$ cat config.mk
export PLATFORM = sky130hd
export DESIGN_NAME = spte_mul
export DESIGN_NICKNAME = d
export VERILOG_FILES = /design/src/design/spte_pkg.sv /design/src/design/spte_mul.sv
export SDC_FILE = /design/constraint.sdc
export NUM_CORES = 2
export LEC_CHECK = 0
export ABC_AREA = 1
export BUFFER_PORTS_ARGS = -buffer_cell sky130_fd_sc_hd__buf_4
export CAP_MARGIN = 20
export CELL_PAD_IN_SITES_DETAIL_PLACEMENT = 0
export CELL_PAD_IN_SITES_GLOBAL_PLACEMENT = 1
export CORE_UTILIZATION = 40
export CTS_CLUSTER_DIAMETER = 60
export DETAILED_ROUTE_END_ITERATION = 10
export GPL_TIMING_DRIVEN = 0
export PLACE_DENSITY_LB_ADDON = 0.1
export SYNTH_ARGS = -nofsm -noshare
export SYNTH_HDL_FRONTEND = slang
export SYNTH_SLANG_ARGS = --single-unit
$ cat constraint.sdc
create_clock -name clk -period 9.5 [get_ports clk]
set_input_delay 1.425 -clock clk [delete_from_list [all_inputs] [get_ports clk]]
set_output_delay 1.425 -clock clk [all_outputs]
set_load 0.05 [all_outputs]
$ cat src/design/spte_pkg.sv
// Shared widths, derived sizes and interface types of the scan path time estimator.
package spte_pkg;

  localparam int COORD_BITS   = 31;
  localparam int FRAC_BITS    = 8;
  localparam int SUM_BITS     = 60;
  localparam int COUNT_BITS   = 20;

  localparam int WEIGHT_BITS  = 63;
  localparam int FACTOR_BITS  = 32;
  localparam int MUL_BITS     = 32;
  localparam int PROD_BITS    = 2 * MUL_BITS;

  // dx^2 + dy^2 needs one bit more than a single square
  localparam int SQ_BITS      = 2 * COORD_BITS + 1;
  localparam int ROOT_BITS    = (SQ_BITS + 2 * FRAC_BITS + 1) / 2;
  localparam int RAD_BITS     = 2 * ROOT_BITS;
  localparam int ADD_BITS     = ((SUM_BITS > ROOT_BITS) ? SUM_BITS : ROOT_BITS) + 1;

  localparam int WACC_BITS    = SUM_BITS + FACTOR_BITS + 2;
  localparam int WEIGHT_SHIFT = 16 + FRAC_BITS;

  localparam int IN_DATA_BITS   = ((2 * COORD_BITS + 7) / 8) * 8;
  localparam int IN_USER_BITS   = 2;
  localparam int USER_PATH_START = 0;
  localparam int USER_PATH_END   = 1;
  localparam int OUT_FIELD_BITS = WEIGHT_BITS + 2 * SUM_BITS + 2 * COUNT_BITS;
  localparam int OUT_DATA_BITS  = ((OUT_FIELD_BITS + 7) / 8) * 8;

  localparam int CFG_ADDR_BITS = 2;
  localparam int CFG_DATA_BITS = 32;

  typedef struct packed {
    logic busy;
    logic done;
  } sqrt_status_t;

endpackage

$ cat src/design/spte_mul.sv
// Registered unsigned multiplier shared by the squares and the weight products.
module spte_mul (
  input  logic                           clk,
  input  logic [spte_pkg::MUL_BITS-1:0]  a,
  input  logic [spte_pkg::MUL_BITS-1:0]  b,
  output logic [spte_pkg::PROD_BITS-1:0] prod
);
  import spte_pkg::*;

  logic [PROD_BITS-1:0] prod_r;
  logic [PROD_BITS-1:0] prod_nxt;

  assign prod_nxt = PROD_BITS'(a) * PROD_BITS'(b);

  always_ff @(posedge clk) begin
    prod_r <= prod_nxt;
  end

  assign prod = prod_r;

endmodule

[Word-level counts from Yosys, hierarchy flattened]
Cells that the tools add are included.
Operators by class
  multiply operators: 1
Operators by type and width (count)
  multiplier 32 x 32 -> 64 bit: 1
Storage, ports and cells
  flip-flop bits (word level): 64
  input port bits: 65
  output and inout bits: 64
  logic and storage cells: 2

[Longest topological paths before layout]
  word-level depth: 1
  gate-level depth with buffers: 30
  gate-level depth less buffers: 29

[Least setup slack after synthesis]
OpenSTA, ideal clock, no wires.
  path type: input port to flip-flop
  start: input a[25] (netlist bit)
  end: register prod_r[62] (netlist: prod[62])
  setup time: 112 ps
  data arrival time: 7128 ps
  required time: 9388 ps
  slack: 2260 ps
  stages: 25
  path buffers: 1
  cell sequence: clkbuf_1 nand2_1 fa_1 inv_1 fa_1 inv_1 fa_1 inv_1 fa_1 fa_1 fa_1 fa_1 inv_1 fa_1 inv_1 ha_1 nand2_1 nor2_1 inv_2 nor2_4 nand2_2 nor3_2 nand2_1 nand3_1 nand2_1
Between the ends
  longest elaborated chain between the ends: 1
RTL lines
  from (decl): RTL line spte_mul.sv:4  | input logic [spte_pkg::MUL_BITS-1:0] a,
  multiplier 32 x 32 -> 64 bit: RTL line spte_mul.sv:13  | assign prod_nxt = PROD_BITS'(a) * PROD_BITS'(b);
  net prod_nxt[62]: RTL line spte_mul.sv:11  | logic [PROD_BITS-1:0] prod_nxt;
  to (signal assigned): RTL line spte_mul.sv:16  | prod_r <= prod_nxt;
  to (decl): RTL line spte_mul.sv:10  | logic [PROD_BITS-1:0] prod_r;
The timed path passes the listed nets, and every way through them passes these cells.

[Worst setup path in the final report]
  start: input a[7] (netlist bit)
  end: register prod_r[63] (netlist: prod[63])
The elaborated chain is that of the path after synthesis.

==> qor.yml <==
clock_tree:
  postCtsResizedCells: 0
  path_clk_slew_ns: 0.06
  ctsHtreeMaxLevel: 3
  clock_sinks: 64
  cts_tree: "yes"
  cts_buffer_depth: 2
  cts_buffers: 9
  cts_hold_buf: 0
  clockRootBuffer: "clkbuf_16"
  cts_setup_buffers: 0
synth:
  synthCells: 5021
  ys_seq_area_share_pct: 3.43
  yosysWarnings: 0
  syn_area_um2: 37400
  syn-num-nets: 6245
  ys_types: 23
  syn_avg_cell_area_um2: 7.45
  ys_seq_elements: 64
worst_setup_path:
  crit_top_cell: "fa_1"
  worstPathCellList: "buf_4, clkbuf_1, nand2_1, fa_1, inv_1, fa_1, inv_1, fa_1, inv_1, fa_1, fa_1, fa_1, fa_1, fa_1, ha_1, nand2_1, nor2_1, inv_2, nor2_1, a21oi_1, nand2_2, nand2_1, nand3_1, nand2_1"
  critPathBufInv: 6
  path_delay_family: "adder cells"
  critPathLaunchType: "primary input"
  slowest_delay_ns: 0.94
  slowest_stage: "clkbuf_1"
  cp.depth: 24
  worstSetupPathType: "primary input to register"
  cp_data_arrival_time_ns: 8.89
  worstPathRequired_ns: 9.71
  worstSetupEndpointType: "register"
  crit_fanout: 10
sta:
  relSlewSlack_pct: 15.8
  period_minus_slack_ns: 8.69
  fmax_ghz: 0.115
  setup_viol: 0
  hold_violations: 0
  rsz0062_at_grt: "false"
  tightest_slew_ns: 1.26
  period_share_pct: 91.4
  fin_setup_tns_ns: 0
  slew_violations: 0
routing:
  postRouteAntennaNets: 0
  wl_met2_um: 67700
  dr.pass1.iters: 6
  initialDrtViolationCount: 2466
  routedWlPerCell_um: 22.8
  vias_per_cell: 4.78
  wl_met3_um: 10900
  met1_length_um: 61700
  routed.top_layer: "met5"
  vias: 30700
  routed_wl_um: 146000
  route.detailed.drc: 0
job:
  maxCapViolCount: 0
floorplan:
  dieArea_um2: 94700
  die_y_um: 308
  initial_core_util_pct: 40.6
  core_um2: 92100
  rows: 111
  die_w_um: 308
  ios: 129
place:
  gp_congestion: 0.985
  dp_hpwl_um: 131000
  port_buffers: 128
  dp.cells: 6403
cells_and_area:
  fillers: 9771
  fin_nets: 6398
  final_common_cell: "inv_1"
  antenna_cells: 0
  fin_util_pct: 43.9
  syn2layout_area_growth_pct: 8.17
  regArea_um2: 1280
  drive_gt1_share_pct: 4.17
  largest_register_ffs: 64
  layout.cells.non_filler: 6422
  multi_input_area_um2: 28900
  layout_common_cells: "inv_1, nand2_1, fa_1"
grt:
  antenna_found_initial: 4
  grt-ovfl-total: 0
  grt_pass1_vias: 31900
  grt_pass1_wl_um: 216000
  grt_usage_pct: 32.0
  grt_max_degree: 12
hold_path:
  hold_depth: 3
  hold_start: "b[0]"
  min_to: "prod[0]"
  min_path_type: "primary input to register"
outcome:
  status: "finished, final reports clean"
synth_stat cells:
master / instances / area [µm²]
nand3_2: 7 / 70.1
xor2_1: 33 / 289
ha_1: 263 / 3290
xnor2_1: 2 / 17.5
nor2_2: 15 / 93.8
nor3_1: 12 / 60.1
dfxtp_1: 64 / 1280
nand2_1: 1565 / 5870
o21bai_2: 2 / 22.5
inv_1: 1725 / 6470
o21bai_1: 10 / 75.1
nor2_1: 79 / 297
inv_2: 10 / 37.5
nand4_1: 16 / 100
nor3_2: 4 / 40.0
fa_1: 896 / 17900
clkbuf_1: 192 / 721
nor2_4: 6 / 67.6
nand2_2: 13 / 81.3
nor3_4: 2 / 32.5
o21ai_0: 2 / 10.0
nand3_1: 59 / 295
a21oi_1: 44 / 220
metrics by stage:
step	setup slack, ns	hold WS, ns	cell area [µm²]
after CTS	0.857	1.35	40400
after global routing	0.617	1.41	40400
after global placement	0.484	1.69	39900
final	0.813	1.36	40400
after detailed placement	0.556	1.69	40100
after floorplan	2.26	1.52	37400
cell type report:
class                           count  area share (%)
Buffer                            192            1.78
Clock inverter                      5           0.198
Clock buffer                       11           0.600
Timing Repair Buffer              142            2.91
Tap cell                         1243            3.85
Inverter                         1735            16.1
Sequential cell                    64            3.17
Multi-Input combinational cell   3030            71.4
worst min-delay path: cells and delay by family:
kind                   cells  cell delay (ns)
and+or+nand+nor            1             0.06
buffers and inverters      2             0.17
worst max-delay path by stage:
stage	slack [ns]	endpoint	start
after CTS	0.86	prod[63]	a[7]
final	0.81	prod[63]	a[7]
after global routing	0.62	prod[63]	a[7]
after floorplan	2.26	prod[62]	a[25]
after detailed placement	0.56	prod[63]	a[7]
after global placement	0.48	prod[63]	a[16]
routing by layer:
metal / GRT usage [%] / vias to the layer above
met1: 43.7 / 15500
met5: 0 / -
li1: - / 13900
met4: 10.7 / 6
met3: 4.68 / 195
met2: 52.0 / 1082
logic make-up (layout without fill, tap and decap cells):
family	after synthesis	in the layout	share of synthesized area (%)
xor gates and xnor gates	35	35	0.820
buffers and inverters	1927	2085	19.3
adders and majority gates	1159	1159	56.8
and+or+nand+nor	1778	1778	18.8
AOI/OAI and AO/OA	58	58	0.877
DFF	64	64	3.43
Power is not shown: default switching activity piles up to over one toggle a cycle in this logic, so the estimate is an artifact.
