**src/design/spte_pkg.sv**
```systemverilog
// Shared widths, derived sizes and interface types of the scan path time estimator.
package spte_pkg;

  localparam int COORD_BITS   = 31;
  localparam int FRAC_BITS    = 8;
  localparam int SUM_BITS     = 60;
  localparam int COUNT_BITS   = 20;

  localparam int WEIGHT_BITS  = 63;
  localparam int FACTOR_BITS  = 32;
  localparam int MUL_BITS     = 32;
  localparam int PROD_BITS    = 2 * MUL_BITS;

  // dx^2 + dy^2 needs one bit more than a single square
  localparam int SQ_BITS      = 2 * COORD_BITS + 1;
  localparam int ROOT_BITS    = (SQ_BITS + 2 * FRAC_BITS + 1) / 2;
  localparam int RAD_BITS     = 2 * ROOT_BITS;
  localparam int ADD_BITS     = ((SUM_BITS > ROOT_BITS) ? SUM_BITS : ROOT_BITS) + 1;

  localparam int WACC_BITS    = SUM_BITS + FACTOR_BITS + 2;
  localparam int WEIGHT_SHIFT = 16 + FRAC_BITS;

  localparam int IN_DATA_BITS   = ((2 * COORD_BITS + 7) / 8) * 8;
  localparam int IN_USER_BITS   = 2;
  localparam int USER_PATH_START = 0;
  localparam int USER_PATH_END   = 1;
  localparam int OUT_FIELD_BITS = WEIGHT_BITS + 2 * SUM_BITS + 2 * COUNT_BITS;
  localparam int OUT_DATA_BITS  = ((OUT_FIELD_BITS + 7) / 8) * 8;

  localparam int CFG_ADDR_BITS = 2;
  localparam int CFG_DATA_BITS = 32;

  typedef struct packed {
    logic busy;
    logic done;
  } sqrt_status_t;

endpackage

```
**src/design/spte_sqrt.sv**
```systemverilog
// Digit-serial integer square root: two radicand bits in and one root bit out per cycle.
module spte_sqrt (
  input  logic                          clk,
  input  logic                          rst_n,
  input  logic                          start,
  input  logic [spte_pkg::RAD_BITS-1:0] radicand,
  output logic [spte_pkg::ROOT_BITS-1:0] root,
  output spte_pkg::sqrt_status_t        status
);
  import spte_pkg::*;

  localparam int CNT_BITS = $clog2(ROOT_BITS + 1);

  logic [RAD_BITS-1:0]  rad_r, rad_nxt;
  logic [ROOT_BITS:0]   rem_r, rem_nxt;
  logic [ROOT_BITS-1:0] q_r, q_nxt;
  logic [CNT_BITS-1:0]  cnt_r, cnt_nxt;
  logic                 busy_r, busy_nxt;
  logic                 done_r, done_nxt;
  logic [ROOT_BITS+2:0] rem_sh;
  logic [ROOT_BITS+2:0] trial;
  logic [ROOT_BITS+2:0] diff;
  logic                 fits;

  always_comb begin
    rem_sh   = {rem_r, rad_r[RAD_BITS-1 -: 2]};
    trial    = {1'b0, q_r, 2'b01};
    diff     = rem_sh - trial;
    fits     = (rem_sh >= trial);
    rad_nxt  = rad_r;
    rem_nxt  = rem_r;
    q_nxt    = q_r;
    cnt_nxt  = cnt_r;
    busy_nxt = busy_r;
    done_nxt = 1'b0;
    if (start) begin
      rad_nxt  = radicand;
      rem_nxt  = '0;
      q_nxt    = '0;
      cnt_nxt  = CNT_BITS'(ROOT_BITS);
      busy_nxt = 1'b1;
    end else if (busy_r) begin
      // shift the next digit pair in and keep the partial remainder below 2q+1
      rad_nxt = rad_r << 2;
      rem_nxt = fits ? diff[ROOT_BITS:0] : rem_sh[ROOT_BITS:0];
      q_nxt   = {q_r[ROOT_BITS-2:0], fits};
      cnt_nxt = cnt_r - CNT_BITS'(1);
      if (cnt_r == CNT_BITS'(1)) begin
        busy_nxt = 1'b0;
        done_nxt = 1'b1;
      end
    end
  end

  always_ff @(posedge clk) begin
    rad_r <= rad_nxt;
    rem_r <= rem_nxt;
    q_r   <= q_nxt;
    if (!rst_n) begin
      busy_r <= 1'b0;
      done_r <= 1'b0;
      cnt_r  <= '0;
    end else begin
      busy_r <= busy_nxt;
      done_r <= done_nxt;
      cnt_r  <= cnt_nxt;
    end
  end

  assign root        = q_r;
  assign status.busy = busy_r;
  assign status.done = done_r;

endmodule

```
**config.mk**
```make
export PLATFORM = sky130hd
export DESIGN_NAME = spte_sqrt
export DESIGN_NICKNAME = d
export VERILOG_FILES = /design/src/design/spte_pkg.sv /design/src/design/spte_sqrt.sv
export SDC_FILE = /design/constraint.sdc
export NUM_CORES = 1
export LEC_CHECK = 0
export CAP_MARGIN = 40
export CORE_MARGIN = 8
export CORE_UTILIZATION = 50
export CTS_CLUSTER_DIAMETER = 30
export DETAILED_ROUTE_END_ITERATION = 16
export DONT_BUFFER_PORTS = 1
export PLACE_DENSITY = 0.61
export SKIP_LAST_GASP = 1
export SYNTH_ARGS = -nofsm -noshare
export SYNTH_HDL_FRONTEND = slang
export SYNTH_SLANG_ARGS = --single-unit
```
**constraint.sdc**
```tcl
create_clock -name clk -period 3.9 [get_ports clk]
set_input_delay 0.39 -clock clk [delete_from_list [all_inputs] [get_ports clk]]
set_output_delay 0.39 -clock clk [all_outputs]
set_load 0.1 [all_outputs]
```
Yosys cells after proc, flatten, opt, wreduce, memory -nomap -nowiden
Index checks and enable logic that the tools add are counted.
W data, S select, Z words.
{"block": "op_classes", "reduce_logical": 3, "n_eq_ne": 1, "addsub": 2, "bitwise": 2, "mux": 9, "order_cmp": 1}
{"operator": "$mux W80", "n": 2}
{"operator": "$ge A43 B42 Y1", "n": 1}
{"operator": "$mux W41", "n": 1}
{"operator": "$sub A41 B41 Y41", "n": 1}
{"operator": "$mux W6", "n": 2}
{"operator": "$eq A6 B1 Y1 const B", "n": 1}
{"operator": "$sub A6 B1 Y6 const B", "n": 1}
{"operator": "$mux W1", "n": 4}
{"operator": "$reduce_or A3 Y1", "n": 1}
{"operator": "$not A1 Y1", "n": 2}
{"operator": "$reduce_bool A2 Y1", "n": 1}
{"operator": "$reduce_or A2 Y1", "n": 1}
{"block": "word_totals", "word_cells": 25, "reg_bits": 169, "input_bits": 83}

Longest topological paths before layout
{"block": "depth", "ltp_word": 4, "mapped_depth": 13, "ltp_nobuf": 11}

Least setup slack after synthesis
OpenSTA, ideal clock, no wires.
{"block": "synth_timing", "path_type": "reg-to-reg", "start": "register q_r[8], in the netlist root[8]", "end": "register rem_r[37]", "t_required_ns": 3.771, "path_slack_ns": 0.439, "t_arrival_ns": 3.332, "setup_time_ns": 0.129, "stages_incl_launch_ff": 13, "cell_sequence": "dfxtp_1 > inv_1 > ha_1 > buf_4 > nand2_2 > o21ai_1 > nand3_1 > a311o_1 > a2111oi_2 > o31ai_1 > or3_1 > a22oi_1 > o31ai_1"}
{"block": "synth_via", "elab_chain_len": 2, "word_cells_on_any_way": 3, "classes_between": "add/sub (1); order compare (1); mux (1)"}
{"element": "from (decl)", "line": "spte_sqrt.sv:16", "rtl": "logic [ROOT_BITS-1:0] q_r, q_nxt;"}
{"element": "from (signal assigned)", "line": "spte_sqrt.sv:58", "rtl": "q_r <= q_nxt;"}
{"element": "$sub A41 B41 Y41 / $ge A43 B42 Y1 (equally long branches)", "line": "spte_sqrt.sv:28, spte_sqrt.sv:29"}
{"element": "$mux W41 *", "line": "spte_sqrt.sv:45", "rtl": "rem_nxt = fits ? diff[ROOT_BITS:0] : rem_sh[ROOT_BITS:0];"}
{"element": "to (signal assigned)", "line": "spte_sqrt.sv:57", "rtl": "rem_r <= rem_nxt;"}
{"element": "to (decl)", "line": "spte_sqrt.sv:15", "rtl": "logic [ROOT_BITS:0] rem_r, rem_nxt;"}
Mark *: on every way between the ends. The rest lies on a longest branch, timed or not.
A chain may end at the register's enable or synchronous reset.

Worst setup path in the final report
{"block": "layout_timing", "start": "register q_r[14], in the netlist root[14]", "end": "register rem_r[11]"}
{"block": "layout_via", "elab_chain_len": 2}
{"element": "$ge A43 B42 Y1", "line": "spte_sqrt.sv:29", "rtl": "fits = (rem_sh >= trial);"}
{"element": "$mux W41", "line": "spte_sqrt.sv:45"}
Every way passes these cells.

==> results.sh <==
export IMPL_outcome="finished, final reports clean"
export IMPL_hold_path_depth=1
export IMPL_finalWorstPathRequiredPeriod_ps=3243
export IMPL_first_iter_violations=283
export IMPL_grt_remaining_overflow=0
export IMPL_grt_start_max_net_pins=167
export IMPL_hpwlAfterDp_microns=14820
export IMPL_floorplan_core_area_sq_um=18710
export IMPL_antenna_cells=0
export IMPL_avgSynthCellArea_sq_um=10.28
export IMPL_numCtsBuffers=17
export IMPL_vias_per_cell=5.700
export IMPL_routabilityCongestion=0.8418
export IMPL_start_util=0.5094
export IMPL_drc=0
export IMPL_synth_top_cells_by_area="edfxtp_1 25%, dfxtp_1 19%, mux2_2 9.2%, mux2i_1 7.6%, ha_1 5.8%"
export IMPL_min_delay_path_class="input pin to register"
export IMPL_floorplan_die_width_microns=154.0
export IMPL_worstHoldEndpoint="cnt_r[3]"
export IMPL_timing_fmax_mhz=308.4
export IMPL_critPathLaunchType="register"
export IMPL_worst_ir_drop_vdd_uv=493.3
export IMPL_layout_area_seq_sq_um=4188
export IMPL_synth_top_area_frac=0.2521
export IMPL_ioPinCount=125
export IMPL_postLayoutCoreUtil=0.5629
export IMPL_via_count_of_the_first_global_routing_pass=6995
export IMPL_clockRootBuffer="clkbuf_16"
export IMPL_post_cts_setup_buffer_count=0
export IMPL_multiInputGateArea_sq_um=4863
export IMPL_pin_slew_with_the_least_headroom_to_its_limit_ps=899.9
export IMPL_floorplan_die_area_sq_um=23730
export IMPL_rsz_0062_raised_after_global_routing="no"
export IMPL_synthCells=927
export IMPL_cts_sink_count=169
export IMPL_grt_pass1_wl_microns=34500
export IMPL_cts_resized=0
export IMPL_worst_skew_pair_late_latency_ps=440
export IMPL_finalSetupTns_ps=0
export IMPL_die_height_microns=154.0
export IMPL_data_arrival_at_the_endpoint_of_the_critical_path_ps=3510
export IMPL_yosysWarningCount=0
export IMPL_final_setup_skew_ps=12.10
export IMPL_route_antenna_remaining_nets=0
export IMPL_synth_net_count=1054
export IMPL_worst_rel_slew_slack=0.4001
export IMPL_sequential_fraction_of_the_synthesis_area=0.4391
export IMPL_min_delay_start="rst_n"
export IMPL_number_of_max_cap_violations=0
export IMPL_port_buffers=0
export IMPL_ys_dominant_reg_cell="dfxtp_1"
export IMPL_powerDensity_nw_per_um2=623.5
export IMPL_hold_violations_final=0
export IMPL_maxSlewViolCount=0
export IMPL_synth_most_common_cell="nor2_1"
export IMPL_grt_antenna_before_repair=3
export IMPL_reg2reg_from="root[14]"
export IMPL_r2r_endpoint="rem_r[11]"
export IMPL_globalRouteTotalUtil=0.1761
export IMPL_fillers=1619
export IMPL_timing_final_setup_violations=0
export IMPL_layout_nets=1067
export IMPL_std_cell_rows=50
export IMPL_critPathRequiredTime_ps=4170
export IMPL_worst_path_max_fanout=25
export IMPL_layout_overhead_on_the_synthesized_area_pct=10.52
export IMPL_yosys_area_top_type="edfxtp_1"
export IMPL_routed_via_count=6766
export IMPL_drt_pass1_iterations=4
export IMPL_endpoint_kind="register"
export IMPL_async_reset_ff_frac=0
export IMPL_synth_edff_count=80
export IMPL_setup_reg_to_reg_worst_slack_ps=660
export IMPL_yosys_top_cells_count="112 x nor2_1, 89 x dfxtp_1, 80 x edfxtp_1"
export IMPL_netlist_cell_type_count=62
export IMPL_postCtsHoldBufs=0
export IMPL_ys_seq_elements=169
export IMPL_avgRoutedWirePerCell_microns=17.59
export IMPL_synth_cell_area_sq_um=9528
export IMPL_route_final_wire_length_microns=20880
export IMPL_h_tree_depth=4
export IMPL_tritoncts="yes"
export IMPL_rr_worst_depth=12
export IMPL_power_leakage_nw=4.197
export IMPL_reg_clk_slew_reported_paths_ps=70
export IMPL_setup_worst_path_class="register to register"
export IMPL_final_period_utilization=0.8314
export IMPL_layout_drive_gt1_share=0.1836
export IMPL_clockBufferDepth=2
layout by cell type, fill, tap and decap left out, types with 5 or more instances in the layout:
cell type,n
xnor2_1,24
edfxtp_1,80
nand3_1,15
nand2_1,37
and2_1,5
buf_4,46
a211oi_1,38
a21o_1,27
nand4_1,9
clkbuf_16,17
a21oi_1,45
o21ai_0,17
ha_1,44
mux2_2,78
nor2b_1,7
or3_1,10
o21a_1,8
a31oi_1,5
mux2i_1,72
o21bai_1,6
nor3_1,10
dfxtp_1,88
o31ai_1,7
nor2_1,112
inv_1,52
inv_8,6
xor2_1,17
cell families after synthesis:
group / Yosys count / synth area share
buf+inv: 107 / 0.05043
flops: 169 / 0.4391
simple gates: 225 / 0.1078
xor+xnor: 41 / 0.03769
fa+ha+maj: 44 / 0.05778
compound gates: 191 / 0.1393
mux: 150 / 0.1678
power by group:
group	switching, mW	leakage, nW	internal (mW)
Combinational	1.48	2.37	1.20
Clock	0.797	0.290	0.916
Sequential	0.110	1.53	2.06
critical path, stage by stage, from the launching register on:
cell,delay [ps]
dfxtp_1,330
inv_1,50
ha_1,400
a21o_1,230
a211o_1,310
nor2_1,110
nand3_1,130
a31o_1,250
a21o_4,250
nor2_8,400
buf_4,300
mux2i_1,220
a211oi_1,90
layer usage:
layer  vias to the layer above  part of all wire  GRT usage
met4                         6             0.012    0.05600
met5                         -            0.0016          0
met1                      3212              0.44     0.2034
met3                        25             0.077    0.07259
li1                       3384                 -          -
met2                       139              0.47     0.2921
final cells by class:
type	instances	area share
multi-input cells	651	0.4619
clock buffers	17	0.04040
well taps	234	0.02780
flip-flops and latches	169	0.3977
inverters	53	0.01889
clock inverters	15	0.01604
repair buffers	48	0.03731
stage by stage:
step | hold WS, ps | std cells | power (mW) | setup slack [ps] | instance area (sq um)
after CTS | 19.92 | 1187 | 6.617 | 643.4 | 10530
after global routing | 15.29 | 1187 | 6.962 | 452.4 | 10530
final | 72.15 | 1187 | 6.566 | 657.4 | 10530
after global placement | 472.3 | 1154 | 4.823 | 655.0 | 9908
after detailed placement | 475.3 | 1155 | 4.876 | 649.3 | 9936
after floorplan | 451.3 | 927 | 4.488 | 439.5 | 9528
worst max path at each step:
stage                end      from  depth (start not counted)
2_1_floorplan  rem_r[37]   root[8]                         12
3_3_place_gp   rem_r[37]   root[8]                         11
3_5_place_dp    rem_r[6]  root[14]                         12
4_1_cts         rem_r[6]  root[14]                         12
5_1_grt        rem_r[37]   root[8]                         11
6_report       rem_r[11]  root[14]                         12
sequential cells by signal, summed over array words and instances (netlist names):
signal,count
rad_r,80
rem_r,41
root,40
cnt_r,6
busy_r,1
done_r,1
Note: power is estimated with default switching activity, not from simulation.
